## config.mk

```make
export PLATFORM = sky130hd
export DESIGN_NAME = periodic_job_dispatcher
export DESIGN_NICKNAME = d
export VERILOG_FILES = /design/src/rtl/pjd_pkg.sv /design/src/rtl/pjd_core.sv /design/src/rtl/periodic_job_dispatcher.sv
export SDC_FILE = /design/constraint.sdc
export NUM_CORES = 1
export LEC_CHECK = 0
export ABC_AREA = 1
export BUFFER_PORTS_ARGS = -buffer_cell sky130_fd_sc_hd__buf_2
export CAP_MARGIN = 0
export CORE_UTILIZATION = 60
export CTS_CLUSTER_SIZE = 16
export DETAILED_ROUTE_END_ITERATION = 12
export GPL_TIMING_DRIVEN = 0
export PLACE_DENSITY = 0.77
export SETUP_SLACK_MARGIN = 0.5
export SLEW_MARGIN = 0
export SYNTH_ARGS = -nofsm -noshare
export SYNTH_HDL_FRONTEND = slang
export SYNTH_SLANG_ARGS = --single-unit
```

## constraint.sdc

```tcl
create_clock -name clk -period 8.7 [get_ports clk]
set_input_delay 0.87 -clock clk [delete_from_list [all_inputs] [get_ports clk]]
set_output_delay 0.87 -clock clk [all_outputs]
set_load 0.02 [all_outputs]
```

## src/rtl/pjd_pkg.sv

```systemverilog
`default_nettype none

package pjd_pkg;

	localparam int JOBS_DEFAULT = 4;

	localparam logic [7:0] STAGGER_RESET = 8'd5;
	localparam logic [7:0] MARGIN_RESET = 8'd5;

	localparam logic [0:0] CFG_STAGGER = 1'b0;
	localparam logic [0:0] CFG_MARGIN = 1'b1;

	localparam logic [2:0] CMD_REGISTER = 3'd0;
	localparam logic [2:0] CMD_SET_PERIOD = 3'd1;
	localparam logic [2:0] CMD_REQUEST = 3'd2;
	localparam logic [2:0] CMD_SET_ONLINE = 3'd3;
	localparam logic [2:0] CMD_TICK = 3'd4;
	localparam logic [2:0] CMD_QUERY = 3'd5;

	typedef struct packed {
		logic [2:0] cmd;
		logic [1:0] job_id;
		logic [19:0] period;
		logic handler_present;
		logic online_flag;
		logic [15:0] elapsed;
		logic [31:0] now;
	} pjd_item_t;

	typedef struct packed {
		logic ran;
		logic [1:0] ran_job;
		logic ran_call;
		logic [2:0] pending_jobs;
		logic [31:0] job_last_run;
	} pjd_result_t;

	typedef struct packed {
		logic handler;
		logic [31:0] last_time;
		logic [20:0] countdown;
		logic [19:0] period;
	} pjd_entry_t;

endpackage

`default_nettype wire

```

## src/rtl/pjd_core.sv

```systemverilog
`default_nettype none

module pjd_core import pjd_pkg::*; #(
	parameter int JOBS = JOBS_DEFAULT
) (
	input wire logic clk,
	input wire logic arst_n,
	input wire logic start,
	input wire pjd_item_t item,
	input wire logic [7:0] stagger,
	input wire logic [7:0] margin,
	input wire logic out_free,
	output logic ready,
	output logic res_valid,
	output pjd_result_t res
);

	localparam int IDX_W = (JOBS > 1) ? $clog2(JOBS) : 1;
	localparam logic [IDX_W-1:0] LAST_IDX = IDX_W'(JOBS - 1);

	typedef enum logic [2:0] {
		ST_IDLE,
		ST_START,
		ST_EVAL,
		ST_WALK_RD,
		ST_WALK_EV,
		ST_FIN,
		ST_OUT
	} state_t;

	state_t state_q;
	pjd_item_t item_q;
	logic [IDX_W-1:0] walk_q;
	logic found_q;
	logic online_q;
	logic [2:0] count_q;
	logic [JOBS-1:0] pending_q;
	logic [JOBS-1:0] registered_q;
	logic [JOBS-1:0] written_q;
	logic ran_q;
	logic [1:0] ran_job_q;
	logic ran_call_q;
	logic [31:0] last_q;
	logic res_valid_q;

	pjd_entry_t mem [JOBS];
	pjd_entry_t rd_s1;

	logic [IDX_W-1:0] id_addr;
	logic id_valid;
	logic [IDX_W-1:0] rd_addr;
	logic [IDX_W-1:0] ev_addr;
	pjd_entry_t ent;
	logic wr_en;
	logic [IDX_W-1:0] wr_addr;
	pjd_entry_t wr_data;

	logic [9:0] stag_prod;
	logic [21:0] reg_sum;
	logic [20:0] reg_cd;
	logic [31:0] since;
	logic [20:0] sp_cd;

	logic reg_w;
	logic pend_w;
	logic tk_active;
	logic tk_expired;
	logic tk_pend;
	logic tk_dispatch;
	logic [20:0] tk_cd;
	logic [31:0] tk_last;

	assign id_addr = IDX_W'(item_q.job_id);
	assign id_valid = ({4'b0, item_q.job_id} < 6'(JOBS));
	assign ev_addr = (state_q == ST_WALK_EV) ? walk_q : id_addr;
	assign ent = written_q[ev_addr] ? rd_s1 : '0;

	always_comb begin
		rd_addr = id_addr;
		if (state_q == ST_WALK_RD) begin
			rd_addr = walk_q;
		end
	end

	always_ff @(posedge clk) begin
		rd_s1 <= mem[rd_addr];
		if (wr_en) begin
			mem[wr_addr] <= wr_data;
		end
	end

	always_comb begin
		stag_prod = {8'b0, item_q.job_id} * {2'b0, stagger};
		reg_sum = {2'b0, item_q.period} + {12'b0, stag_prod};
		if (item_q.period == '0) begin
			reg_cd = '0;
		end else if (reg_sum[21]) begin
			reg_cd = '1;
		end else begin
			reg_cd = reg_sum[20:0];
		end

		since = item_q.now - ent.last_time;
		if (item_q.period == '0) begin
			sp_cd = '0;
		end else if (since >= {12'b0, item_q.period}) begin
			sp_cd = {13'b0, margin};
		end else begin
			sp_cd = 21'({12'b0, item_q.period} - since);
		end

		reg_w = registered_q[walk_q];
		pend_w = pending_q[walk_q];
		tk_active = reg_w && (ent.period != '0);
		tk_expired = (ent.countdown <= {5'b0, item_q.elapsed});
		tk_cd = ent.countdown;
		tk_last = ent.last_time;
		tk_pend = pend_w;
		if (tk_active) begin
			if (tk_expired) begin
				tk_cd = '0;
				tk_pend = 1'b1;
			end else begin
				tk_cd = ent.countdown - {5'b0, item_q.elapsed};
			end
		end
		tk_dispatch = online_q && !found_q && reg_w && tk_pend;
		if (tk_dispatch) begin
			tk_cd = {1'b0, ent.period};
			tk_last = item_q.now;
			tk_pend = 1'b0;
		end

		wr_en = 1'b0;
		wr_addr = id_addr;
		wr_data = ent;
		unique case (state_q)
			ST_START: begin
				if (item_q.cmd == CMD_REGISTER && id_valid) begin
					wr_en = 1'b1;
					wr_data = '{handler: item_q.handler_present, last_time: '0,
						countdown: reg_cd, period: item_q.period};
				end
			end
			ST_EVAL: begin
				wr_en = 1'b1;
				if (item_q.cmd == CMD_SET_PERIOD) begin
					wr_data.period = item_q.period;
					wr_data.countdown = sp_cd;
				end else begin
					wr_data.countdown = {1'b0, ent.period};
				end
			end
			ST_WALK_EV: begin
				wr_addr = walk_q;
				if (item_q.cmd == CMD_TICK) begin
					wr_en = 1'b1;
					wr_data.countdown = tk_cd;
					wr_data.last_time = tk_last;
				end
			end
			default: begin
				wr_en = 1'b0;
			end
		endcase
	end

	always_ff @(posedge clk or negedge arst_n) begin
		if (!arst_n) begin
			state_q <= ST_IDLE;
			walk_q <= '0;
			found_q <= 1'b0;
			online_q <= 1'b0;
			count_q <= '0;
			pending_q <= '0;
			registered_q <= '0;
			written_q <= '0;
			ran_q <= 1'b0;
			ran_job_q <= '0;
			ran_call_q <= 1'b0;
			res_valid_q <= 1'b0;
		end else begin
			res_valid_q <= 1'b0;
			unique case (state_q)
				ST_IDLE: begin
					if (start) begin
						item_q <= item;
						ran_q <= 1'b0;
						ran_job_q <= '0;
						ran_call_q <= 1'b0;
						found_q <= 1'b0;
						walk_q <= '0;
						state_q <= ST_START;
					end
				end
				ST_START: begin
					state_q <= ST_FIN;
					unique case (item_q.cmd)
						CMD_REGISTER: begin
							if (id_valid) begin
								written_q[id_addr] <= 1'b1;
								registered_q[id_addr] <= 1'b1;
								pending_q[id_addr] <= 1'b0;
								count_q <= count_q - 3'(pending_q[id_addr]);
							end
						end
						CMD_SET_PERIOD: begin
							if (id_valid) begin
								state_q <= ST_EVAL;
							end
						end
						CMD_REQUEST: begin
							if (id_valid && registered_q[id_addr]) begin
								state_q <= ST_EVAL;
							end
						end
						CMD_SET_ONLINE: begin
							if (item_q.online_flag != online_q) begin
								online_q <= item_q.online_flag;
								if (item_q.online_flag) begin
									state_q <= ST_WALK_RD;
								end
							end
						end
						CMD_TICK: begin
							state_q <= ST_WALK_RD;
						end
						default: begin
							state_q <= ST_FIN;
						end
					endcase
				end
				ST_EVAL: begin
					written_q[id_addr] <= 1'b1;
					if (item_q.cmd == CMD_REQUEST) begin
						pending_q[id_addr] <= 1'b1;
						count_q <= count_q + 3'(!pending_q[id_addr]);
					end
					state_q <= ST_FIN;
				end
				ST_WALK_RD: begin
					state_q <= ST_WALK_EV;
				end
				ST_WALK_EV: begin
					if (item_q.cmd == CMD_TICK) begin
						written_q[walk_q] <= 1'b1;
						pending_q[walk_q] <= tk_pend;
						count_q <= count_q + 3'(tk_pend && !pend_w)
							- 3'(pend_w && !tk_pend);
						if (tk_dispatch) begin
							found_q <= 1'b1;
							ran_q <= 1'b1;
							ran_job_q <= 2'(walk_q);
							ran_call_q <= ent.handler;
						end
					end else if (reg_w && ent.period != '0 && !pend_w) begin
						pending_q[walk_q] <= 1'b1;
						count_q <= count_q + 3'd1;
					end
					if (walk_q == LAST_IDX) begin
						state_q <= ST_FIN;
					end else begin
						walk_q <= walk_q + 1'b1;
						state_q <= ST_WALK_RD;
					end
				end
				ST_FIN: begin
					state_q <= ST_OUT;
				end
				ST_OUT: begin
					if (out_free) begin
						last_q <= id_valid ? ent.last_time : '0;
						res_valid_q <= 1'b1;
						state_q <= ST_IDLE;
					end
				end
				default: begin
					state_q <= ST_IDLE;
				end
			endcase
		end
	end

	assign ready = (state_q == ST_IDLE);
	assign res_valid = res_valid_q;
	assign res = '{ran: ran_q, ran_job: ran_job_q, ran_call: ran_call_q,
		pending_jobs: count_q, job_last_run: last_q};

	a_count_matches: assert property (@(posedge clk) disable iff (!arst_n)
		state_q == ST_IDLE |-> count_q == 3'($countones(pending_q)))
		else $error("pending count differs from pending bits");

	a_pending_registered: assert property (@(posedge clk) disable iff (!arst_n)
		(pending_q & ~registered_q) == '0)
		else $error("pending bit set on an unregistered job");

	a_ran_on_tick: assert property (@(posedge clk) disable iff (!arst_n)
		res_valid && res.ran |-> item_q.cmd == CMD_TICK && online_q)
		else $error("dispatch reported outside an online tick");

	a_no_idle_write: assert property (@(posedge clk) disable iff (!arst_n)
		state_q == ST_IDLE |-> !wr_en)
		else $error("table written while idle");

	a_result_then_idle: assert property (@(posedge clk) disable iff (!arst_n)
		res_valid |-> state_q == ST_IDLE && $past(state_q == ST_OUT))
		else $error("result issued outside the output step");

endmodule

`default_nettype wire

```

## src/rtl/periodic_job_dispatcher.sv

```systemverilog
// An item goes from acceptance to its result word through the start, finish and output steps,
// plus an evaluate step for a period change or a request and a walk over every job entry for a
// tick and for going online, reading each entry through the single job table memory and, for a
// tick, writing it back. A new item is taken once the sequencer is idle; the output step waits
// while the output register is full, so items never overlap. Reset is asynchronous
// and leaves every job unregistered, the block offline and both timing registers at 5 seconds.
`default_nettype none

module periodic_job_dispatcher import pjd_pkg::*; #(
	parameter int JOBS = JOBS_DEFAULT
) (
	input wire logic clk,
	input wire logic arst_n,
	input wire logic s_tvalid,
	output logic s_tready,
	// job_id, period, handler_present, online_flag, elapsed, now
	input wire logic [71:0] s_tdata,
	// cmd
	input wire logic [2:0] s_tuser,
	output logic m_tvalid,
	input wire logic m_tready,
	// ran, ran_job, ran_call, pending_jobs, job_last_run, one zero bit
	output logic [39:0] m_tdata,
	input wire logic cfg_valid,
	output logic cfg_ready,
	input wire logic [0:0] cfg_index,
	input wire logic [7:0] cfg_data
);

	logic [7:0] stagger_q;
	logic [7:0] margin_q;
	logic m_tvalid_q;
	logic [39:0] m_tdata_q;
	pjd_item_t item;
	logic core_ready;
	logic res_valid;
	pjd_result_t res;

	assign cfg_ready = 1'b1;

	always_ff @(posedge clk or negedge arst_n) begin
		if (!arst_n) begin
			stagger_q <= STAGGER_RESET;
			margin_q <= MARGIN_RESET;
		end else if (cfg_valid) begin
			unique case (cfg_index)
				CFG_STAGGER: stagger_q <= cfg_data;
				CFG_MARGIN: margin_q <= cfg_data;
				default: stagger_q <= stagger_q;
			endcase
		end
	end

	assign item = '{cmd: s_tuser, job_id: s_tdata[1:0], period: s_tdata[21:2],
		handler_present: s_tdata[22], online_flag: s_tdata[23],
		elapsed: s_tdata[39:24], now: s_tdata[71:40]};

	assign s_tready = core_ready;

	pjd_core #(
		.JOBS(JOBS)
	) u_core (
		.clk(clk),
		.arst_n(arst_n),
		.start(s_tvalid && core_ready),
		.item(item),
		.stagger(stagger_q),
		.margin(margin_q),
		.out_free(!m_tvalid_q || m_tready),
		.ready(core_ready),
		.res_valid(res_valid),
		.res(res)
	);

	always_ff @(posedge clk or negedge arst_n) begin
		if (!arst_n) begin
			m_tvalid_q <= 1'b0;
		end else if (res_valid) begin
			m_tvalid_q <= 1'b1;
		end else if (m_tready) begin
			m_tvalid_q <= 1'b0;
		end
	end

	always_ff @(posedge clk) begin
		if (res_valid) begin
			m_tdata_q <= {1'b0, res.job_last_run, res.pending_jobs, res.ran_call,
				res.ran_job, res.ran};
		end
	end

	assign m_tvalid = m_tvalid_q;
	assign m_tdata = m_tdata_q;

endmodule

`default_nettype wire

```

Word level (Yosys, flattened, before mapping)
Memories as Yosys holds them, arrays and structs flattened. A register that Yosys moved wholly into a read port is not among the register bits.
Cells that the tools add are included.
{ "op_classes": {"n_mul": 1, "magnitude_cmp": 7, "bitwise_logic": 8, "n_mux": 80, "add_sub_neg": 10, "n_reduce_logical": 34, "n_eq_ne": 20} }
{ "op_table": {"columns": ["cell", "n"], "rows": [
  ["21-bit 2-to-1 mux", 8],
  ["74-bit 2-to-1 mux", 2],
  ["32-bit one-hot mux with 2 select lines", 1],
  ["21-bit one-hot mux with 3 select lines", 1],
  ["53-bit 2-to-1 mux", 1],
  ["20-bit one-hot mux with 2 select lines", 1],
  ["32-bit by 20-bit greater-or-equal comparator with 1-bit output", 1],
  ["32-bit 2-to-1 mux", 1],
  ["32-bit subtractor", 1],
  ["3-bit 2-to-1 mux", 10],
  ["1-bit 2-to-1 mux", 24],
  ["4-bit 2-to-1 mux", 6],
  ["4-bit one-hot mux with 3 select lines", 2],
  ["20-bit by 10-bit adder with 21-bit output", 1],
  ["21-bit by 16-bit less-or-equal comparator with 1-bit output", 1],
  ["3-bit one-hot mux with 7 select lines", 1],
  ["20-bit by 21-bit subtractor with 21-bit output", 1],
  ["21-bit by 16-bit subtractor with 21-bit output", 1],
  ["20-bit zero test", 1],
  ["20-bit 2-to-1 mux", 1],
  ["4-bit bitwise OR", 5],
  ["20-bit nonzero test", 1],
  ["3-bit AND reduction", 5],
  ["3-bit by 2-bit == test with 1-bit output, second input constant", 4],
  ["other kinds (34)", 79]
]} }
{ "totals": {"reg_bits": 189, "memories": 1, "out_inout_bits": 43, "ram_bits": 296, "elab_cells": 184, "input_bits": 89} }
{ "memory_table": {"columns": ["name", "words", "width", "rd", "rd_ports_with_merged_regs", "write_ports", "line_no", "rtl"], "rows": [
  ["u_core.mem", 4, 74, 1, 1, 1, "pjd_core.sv:46", "pjd_entry_t mem [JOBS];"]
]} }

Depth between registers and ports, before layout
Gate-level depths: netlist of run 1.
{ "logic_depth": {"ltp_word": 15, "depth_mapped": 40, "mapped_depth_nobuf": 38} }

Modules after synthesis
Synthesis of run 1 repeated with hierarchy kept, for this count alone.
{ "hier_totals": {"hier_cells": 2958, "hier_area_um2": 28061.9} }
{ "modules_own_cells": {"columns": ["module", "instances", "area_each_um2", "cells_each"], "rows": [
  ["pjd_core", 1, 26150.1, 2839],
  ["periodic_job_dispatcher", 1, 1911.8, 119]
]} }

Worst setup path before layout of run 1
OpenSTA, ideal clock, no wires.
{ "synth_timing": {"path_type": "register to register", "startpoint": "register u_core.state_q[2]", "endpoint": "memory u_core.mem[1][0] (netlist bit), enable pin", "required_ns": 8.103, "setup_slack_ns": 1.306, "t_arrival_ns": 6.797, "setup_ns": 0.597, "path_stages_with_launch": 11, "cell_sequence": "dfrtp_1 buf_2 nor2_1 inv_1 nor2_1 clkinv_1 nand2_1 nand2_1 nor2_1 inv_1 nor3_1"} }
{ "synth_between": {"elab_chain_len": 4, "elab_cells_between_ends": 7} }
{ "synth_rtl": {"columns": ["item", "line_no", "rtl"], "rows": [
  ["start: declaration", "pjd_core.sv:31", "state_t state_q;"],
  ["start signal: assignment", "pjd_core.sv:170", "state_q <= ST_IDLE;"],
  ["start signal: assignment", "pjd_core.sv:193", "state_q <= ST_START;"],
  ["start signal: assignment", "pjd_core.sv:197", "state_q <= ST_FIN;"],
  ["3-bit == test (tied with other cells)", "pjd_core.sv:137", "unique case (state_q)"],
  ["1-bit one-hot mux with 3 select lines", "pjd_core.sv:137", null],
  ["1-bit 2-to-1 mux", "pjd_core.sv:87", "if (wr_en) begin"],
  ["1-bit 2-to-1 mux (implied by the code)", "pjd_core.sv:88", "mem[wr_addr] <= wr_data;"],
  ["end: declaration", "pjd_core.sv:46", null]
]} }
Several ways; a longest one is shown, not always the timed one.

==> summary.txt, run 1 <==
Outcome
  – Status: finished clean

Floorplan
  – Die height: 219 µm
  – Die area: 48100 µm²
  – Area of the core: 46600 µm²
  – Site Rows: 79
  – Die Wd: 219 µm
  – Initial core utilization: 60.8%
  – Ports: 132

STA
  – TNS Setup: 0 ps
  – Slew of the pin with the lowest slew margin: 1280 ps
  – RSZ-0062 raised after global routing: false
  – Number of hold violations in the final report: 0
  – Fin crit period: 7750 ps
  – Final period util: 89.0%
  – Setup-failing EPs final: 0
  – Fmax: 129 MHz
  – Slew HR: 13.5%
  – Slew Limit Fails: 0
  – Skew final: 29.6 ps

Setup path
  – CP startpoint: u_core.walk_q[0]
  – Slowest CP cell: nor3_2
  – Most used cell, CP: nand2_1
  – Crit path capture type: flip-flop
  – Crit-path max FO: 10
  – Startpoint types: flip-flop
  – Setup Crit Path Kind: reg2reg
  – Slowest cell delay on critical path: 510 ps
  – Worst R2R Setup Slack: 950 ps
  – CP required: 9080 ps
  – Reg2reg path depth: 33
  – R2R Path End: u_core.mem[3][29]
  – Worst setup path endpoint: u_core.mem[3][29]
  – Worst Path Arrival: 8130 ps
  – Reg-to-Reg Start: u_core.walk_q[0]

Clocking
  – Post-CTS setup buffer count: 0
  – Hold-fix buffers at CTS: 0
  – Clock Sinks: 559
  – H-tree levels: 2
  – Clk buf depth: 3
  – CTS tree: built
  – Number of CTS-inserted buffers: 54
  – Post-cts sizing count: 0
  – Later-pin clock latency in the skew report: 630 ps
  – Clock-pin slew on the worst setup and hold paths: 70 ps
  – Root Buffer Master: clkbuf_16

Detailed routing
  – DR vias/cell: 6.15
  – Initial DRC count: 3045
  – WL final: 93300 µm
  – Vias: 23900
  – DRC viols: 0
  – DR pass1 iterations: 6
  – DRT antenna net count: 0
  – Wire length per cell: 24.0 µm

Yosys
  – FF+latch count, synth: 559
  – Unique masters post-synth: 60
  – Syn Inst Count: 3027
  – Post-Synth Simple-Gate Area: 18.9%
  – Synth Area in Compound Gates: 11.3%
  – Largest family of logic cells by synthesized area: simple AND/OR/NAND/NOR gates
  – Most instantiated cells after synthesis: nand2_1, edfxtp_1, inv_1
  – Seq/Total Area, Yosys: 55.9%
  – Mapped Nets: 3237
  – Synth top area share: 46.9%
  – Count leader, synth: nand2_1
  – Mux cell area share after synthesis: 0%
  – Synth Area in Adders: 5.69%
  – Main area contributors after synthesis: edfxtp_1, nand2_1, dfxtp_1, ha_1, inv_1
  – Post-Syn Area: 28300 µm²
  – Area leader, netlist: edfxtp_1
  – Main synth FF type: edfxtp_1
  – Syn_area_per_cell: 9.35 µm²
  – XOR/XNOR share of the synthesized area: 1.64%
  – Synth warn: 0
  – Asr flop ratio synth: 7.69%
  – Number of synthesized flops with an enable pin: 442

Finish
  – Layout cells sized above 1: 9.41%
  – Fillers: 3514
  – Fin nets: 3449
  – Area grow syn2layout: 13.5%
  – Ant diodes: 0

Power
  – Pwr Density: 466 nW/µm²
  – Overall Power: 15.0 mW
  – Leak: 13.9 nW
  – Worst VDD drop: 0.338 mV

Placement
  – Gpl congestion: 0.987
  – Detailed Place HPWL: 69000 µm
  – Port-buffer cells: 129

Job
  – Max cap viols: 0

Global route
  – Pin count of the biggest net entering global routing: 45
  – GRT Total Usage: 38.8%
  – Vias in the first global route: 22700
  – First-pass GRT wire length: 136000 µm
  – Initial antenna violation count: 2
  – Grt ovf: 0

Hold path
  – Worst Hold Class: reg2reg
## state kept, by name (all words and copies together), names as in the netlist, 4 cells and up
register,count
u_core.last_q,32
m_tdata,39
margin_q,8
u_core.item_q,73
stagger_q,8
u_core.mem,296
u_core.written_q,4
u_core.registered_q,4
u_core.rd_s1,74
u_core.pending_q,4
## worst min path at each step
stage,from,endpoint,slack [ps],depth (start not counted)
finish,u_core.last_q[17],m_tdata[24],420,0
global placement,u_core.last_q[4],m_tdata[11],400,0
CTS,s_tdata[58],u_core.item_q[18],400,1
floorplan,u_core.last_q[3],m_tdata[10],400,0
global route,s_tdata[71],u_core.item_q[31],410,1
detailed placement,u_core.last_q[9],m_tdata[16],400,0
## kinds of logic after synthesis
logic type / after synthesis
other cells: 2
buf+inv: 476
simple gates: 1293
compound gates: 523
fa+ha+maj: 121
xor+xnor: 53
flops: 559
## layout make-up
class	count	area [µm²]	share of cell area (%)
inverters	366	1380	4.28
plain buffers	110	459	1.43
multi-input cells	1992	10700	33.3
repair buffers	156	1040	3.23
clock inverters	29	489	1.52
flip-flops and latches	559	15800	49.3
well taps	607	759	2.36
clock buffers	72	1480	4.60
## per-layer routing
| layer | global-route usage [%] | wire [µm] |
|---|---|---|
| met5 | 0 | 0 |
| met4 | 15.1 | 3440 |
| met3 | 7.46 | 10800 |
| met2 | 60.0 | 41300 |
| met1 | 54.1 | 37800 |
## placed cells by master (no fill, tap or decap), types with 6 or more instances in the layout
master       n
buf_1        7
a21o_1       6
a32oi_1     77
a221oi_1     6
clkbuf_8     6
ha_1       108
o221ai_1    20
nand2_1    883
dfxtp_1     74
fa_1        13
nor2_1     159
nor3_1      18
a31oi_1      7
bufinv_16   12
clkbuf_1    91
o21ai_0    129
inv_1      359
nand3_2      6
clkinv_1     8
buf_2      145
xnor2_1     16
xor2_1      37
o211ai_1    24
dfrtp_1     38
buf_12       7
a21oi_1    175
edfxtp_1   442
o21ai_1     37
a22oi_1     14
nand4_1     42
nand3_1    147
o21bai_1     6
clkbuf_16   54
buf_6       17
## report_power, final
group / internal (mW) / leakage (nW) / switching (mW)
registers: 4.19 / 5.18 / 0.367
clock network: 1.56 / 0.955 / 1.02
logic: 2.27 / 7.74 / 5.56
## worst max-delay path, delay by kind of cell (launching register included)
family | cells | cell delay, ps
AO/OA/AOI/OAI | 2 | 670
adder cells (fa/ha/maj) | 2 | 740
XOR/XNOR | 1 | 450
flip-flops | 1 | 420
AND/OR/NAND/NOR | 21 | 3540
buffers and inverters | 7 | 1670
## through the flow
stage	instances	util, %	hold slack (ps)	setup WS (ps)	instance area (µm²)
final	3891	69.0	416	953	32100
after detailed placement	3790	64.8	405	791	30200
after CTS	3891	69.0	400	743	32100
after global routing	3891	69.0	409	523	32100
after global placement	3763	63.8	400	-4460	29700
after floorplan	3027	-	400	1310	28300
(Power assumes the default switching activity.)
==> run 2: changes to the inputs <==
Settings changed: CORE_MARGIN from default to 2, PLACE_DENSITY 0.77 to 0.78, RECOVER_POWER from default to 25.
==> run 2 against run 1 <==
Against the previous run: the flow now finishes with violations (capacitance limit, slew limit); clock power shrank 5%; via count grew 0.63%; clock skew grew 2.0 ps; sequential share of layout area grew 0.29 points; setup slack lost 91 ps; power shrank 0.75%; critical endpoint unchanged; largest power group unchanged; highest routed layer is now met5.
==> summary.txt, run 2 (synthesis gave the netlist of run 1 again) <==
Finish
  – Area grow syn2layout: 12.8%
  – Fillers: 3599 (+2.4%)
  – Commonest non-fill, non-tap cell in the layout: nand2_1
  – Commonest non-fill, non-tap cells in the layout: nand2_1, edfxtp_1, inv_1
  – Largest register by flop count: u_core.mem
  – Fin nets: 3450 (+0.029%)
  – Final core utilization: 68.6% (-0.41 points)
  – Largest regs: u_core.mem x296, u_core.rd_s1 x74, u_core.item_q x73
  – Max FFs per register: 296 (unchanged)
  – Layout cells sized above 1: 7.70% (-1.7 points)
  – Fin area: 31900 µm² (-0.59%)

Global route
  – GRT Total Usage: 37.7% (-1.0 points)
  – Grt met3 use: 6.25% (-1.2 points)
  – First-pass GRT wire length: 139000 µm (+2.3%)
  – Met2 Use GR: 57.8% (-2.1 points)
  – Vias in the first global route: 23100 (+1.7%)
  – Initial antenna violation count: 2 (unchanged)
  – Pin count of the biggest net entering global routing: 45 (unchanged)
  – GRT busiest layer: met2
  – Grt ovf: 0 (unchanged)
  – GR Util met1: 54.7% (+0.53 points)

STA
  – Slew of the pin with the lowest slew margin: 2690 ps (+1400 ps)
  – RSZ-0062 raised after global routing: false
  – Setup-failing EPs final: 0 (unchanged)
  – Fin crit period: 7840 ps (+91.1 ps)
  – Slew HR: -79.0% (-93 points)
  – Fmax: 128 MHz (-1.2%)
  – Final period util: 90.1% (+1.0 points)
  – Number of hold violations in the final report: 0 (unchanged)
  – Setup WS post-layout: 862 ps (-91.1 ps)
  – Skew final: 31.6 ps (+2.01 ps)
  – Slew Limit Fails: 78 (+78)

Placement
  – Gpl congestion: 0.984 (-0.31%)
  – Port-buffer cells: 129 (unchanged)
  – Post-place instance area: 30200 µm² (about the same)
  – Detailed Place HPWL: 69200 µm (+0.20%)
  – Post-place setup slack: 842 ps (+51.4 ps)

Setup path
  – Startpoint types: flip-flop
  – Worst Path Arrival: 8240 ps (+110 ps)
  – Slowest cell delay on critical path: 540 ps (+30 ps)
  – Crit-path max FO: 10 (unchanged)
  – CP required: 9100 ps (+20 ps)
  – Crit path capture type: flip-flop
  – Setup Crit Path Kind: reg2reg
  – Crit path max-delay family: simple AND/OR/NAND/NOR gates
  – Worst path bufs/invs: 7 (unchanged)
  – Most used cell, CP: nand2_1
  – Slowest CP cell: nor3_2

Clocking
  – Root Buffer Master: clkbuf_16
  – H-tree levels: 2 (unchanged)
  – Clk buf depth: 3 (unchanged)
  – Later-pin clock latency in the skew report: 640 ps (about the same)
  – Number of CTS-inserted buffers: 54 (unchanged)
  – Clock Sinks: 559 (unchanged)
  – Clock-pin slew on the worst setup and hold paths: 70 ps (about the same)
  – Hold-fix buffers at CTS: 0 (unchanged)
  – CTS tree: built

Detailed routing
  – Initial DRC count: 3222 (+5.8%)
  – DRT antenna net count: 0 (unchanged)
  – DR pass1 iterations: 5 (-1)
  – DRC viols: 0 (unchanged)
  – DR vias/cell: 6.18 (+0.55%)
  – Vias: 24100 (+0.63%)
  – Wire length per cell: 24.0 µm (about the same)
  – WL final: 93500 µm (+0.13%)

Power
  – Overall Power: 14.9 mW (-0.75%)
  – Leak: 13.7 nW (-1.5%)
  – Pwr Density: 465 nW/µm² (-0.17%)
  – Worst VDD drop: 0.304 mV (-10%)

Outcome
  – Failing checks: capacitance limit, slew limit
  – Status: finished, violations left

Floorplan
  – Area of the core: 46600 µm² (unchanged)
  – Ports: 132 (unchanged)
  – Initial core utilization: 60.8% (unchanged)
  – Die Wd: 221 µm (+0.91%)
  – Die area: 48900 µm² (+1.8%)
  – Site Rows: 79 (unchanged)
  – Die height: 221 µm (+0.91%)

Hold path
  – Worst Hold Class: in2reg

Job
  – Max cap viols: 2 (+2)
-- run 2: changes by cell type in the layout (fill, tap and decap cells not counted), sizes merged --
cell      before  now
buf          184  129
clkinvlp       1    4
bufinv        12    7
inv          368  369
clkinv        14   19
clkbuf       154  207
diode          0    1
-- run 2: area by class of cell --
class                           instances  area (µm²)  area share, %
Clock buffer                           69        1460           4.56
Inverter                              366        1380           4.31
Multi-Input combinational cell       1992       10700           33.4
Clock inverter                         33         423           1.32
Buffer                                110         458           1.43
Timing Repair Buffer                  157         952           2.98
Sequential cell                       559       15800           49.6
Antenna cell                            1        2.50        0.00784
Tap cell                              607         759           2.38
-- run 2: power by group --
part / internal (mW) / leakage, nW / switching (mW)
clock: 1.41 / 0.908 / 1.05
sequential: 4.19 / 5.18 / 0.375
combinational: 2.25 / 7.58 / 5.58
total: 7.85 / 13.7 / 7.00
-- run 2: what timing repair did --
item	CTS	global route
gates resized for setup	0	5
hold endpoints to repair	0	0
setup endpoints to repair	0	60
buffers inserted	0	0
-- run 2: worst reg2reg max path: cells and delay by family, from the launching register on --
family / cells / cell delay (ps)
buffers and inverters: 7 / 1790
AOI/OAI and AO/OA: 2 / 690
and+or+nand+nor: 24 / 3690
DFF: 1 / 330
xor gates and xnor gates: 1 / 370
adders and majority gates: 2 / 760
-- run 2: final timing paths --
path	start	endpoint	slack (ps)	depth (start not counted)
worst min-delay path	s_tdata[59]	u_core.item_q[19]	400	1
worst max register to register	u_core.state_q[2]	u_core.mem[3][29]	860	36
min in group asynchronous	arst_n	m_tvalid	1080	1
worst min register to register	u_core.last_q[5]	m_tdata[12]	420	0
max in group asynchronous	arst_n	stagger_q[7]	6070	1
worst max-delay path	u_core.state_q[2]	u_core.mem[3][29]	860	36
-- run 2: per-layer routing --
layer  share of wire [%]  routed length [µm]
met2                  44               41000
met1                  41               38700
met4                 3.8                3550
met3                  11               10200
met5               0.014                  13
-- run 2: per-stage QoR --
step | TNS (ps) | hold slack, ps | cells
global route | 0 | 389 | 3894
detailed placement | 0 | 405 | 3791
global placement | -712600 | 402 | 3763
CTS | 0 | 389 | 3893
floorplan | 0 | 400 | 3027
finish | 0 | 401 | 3894
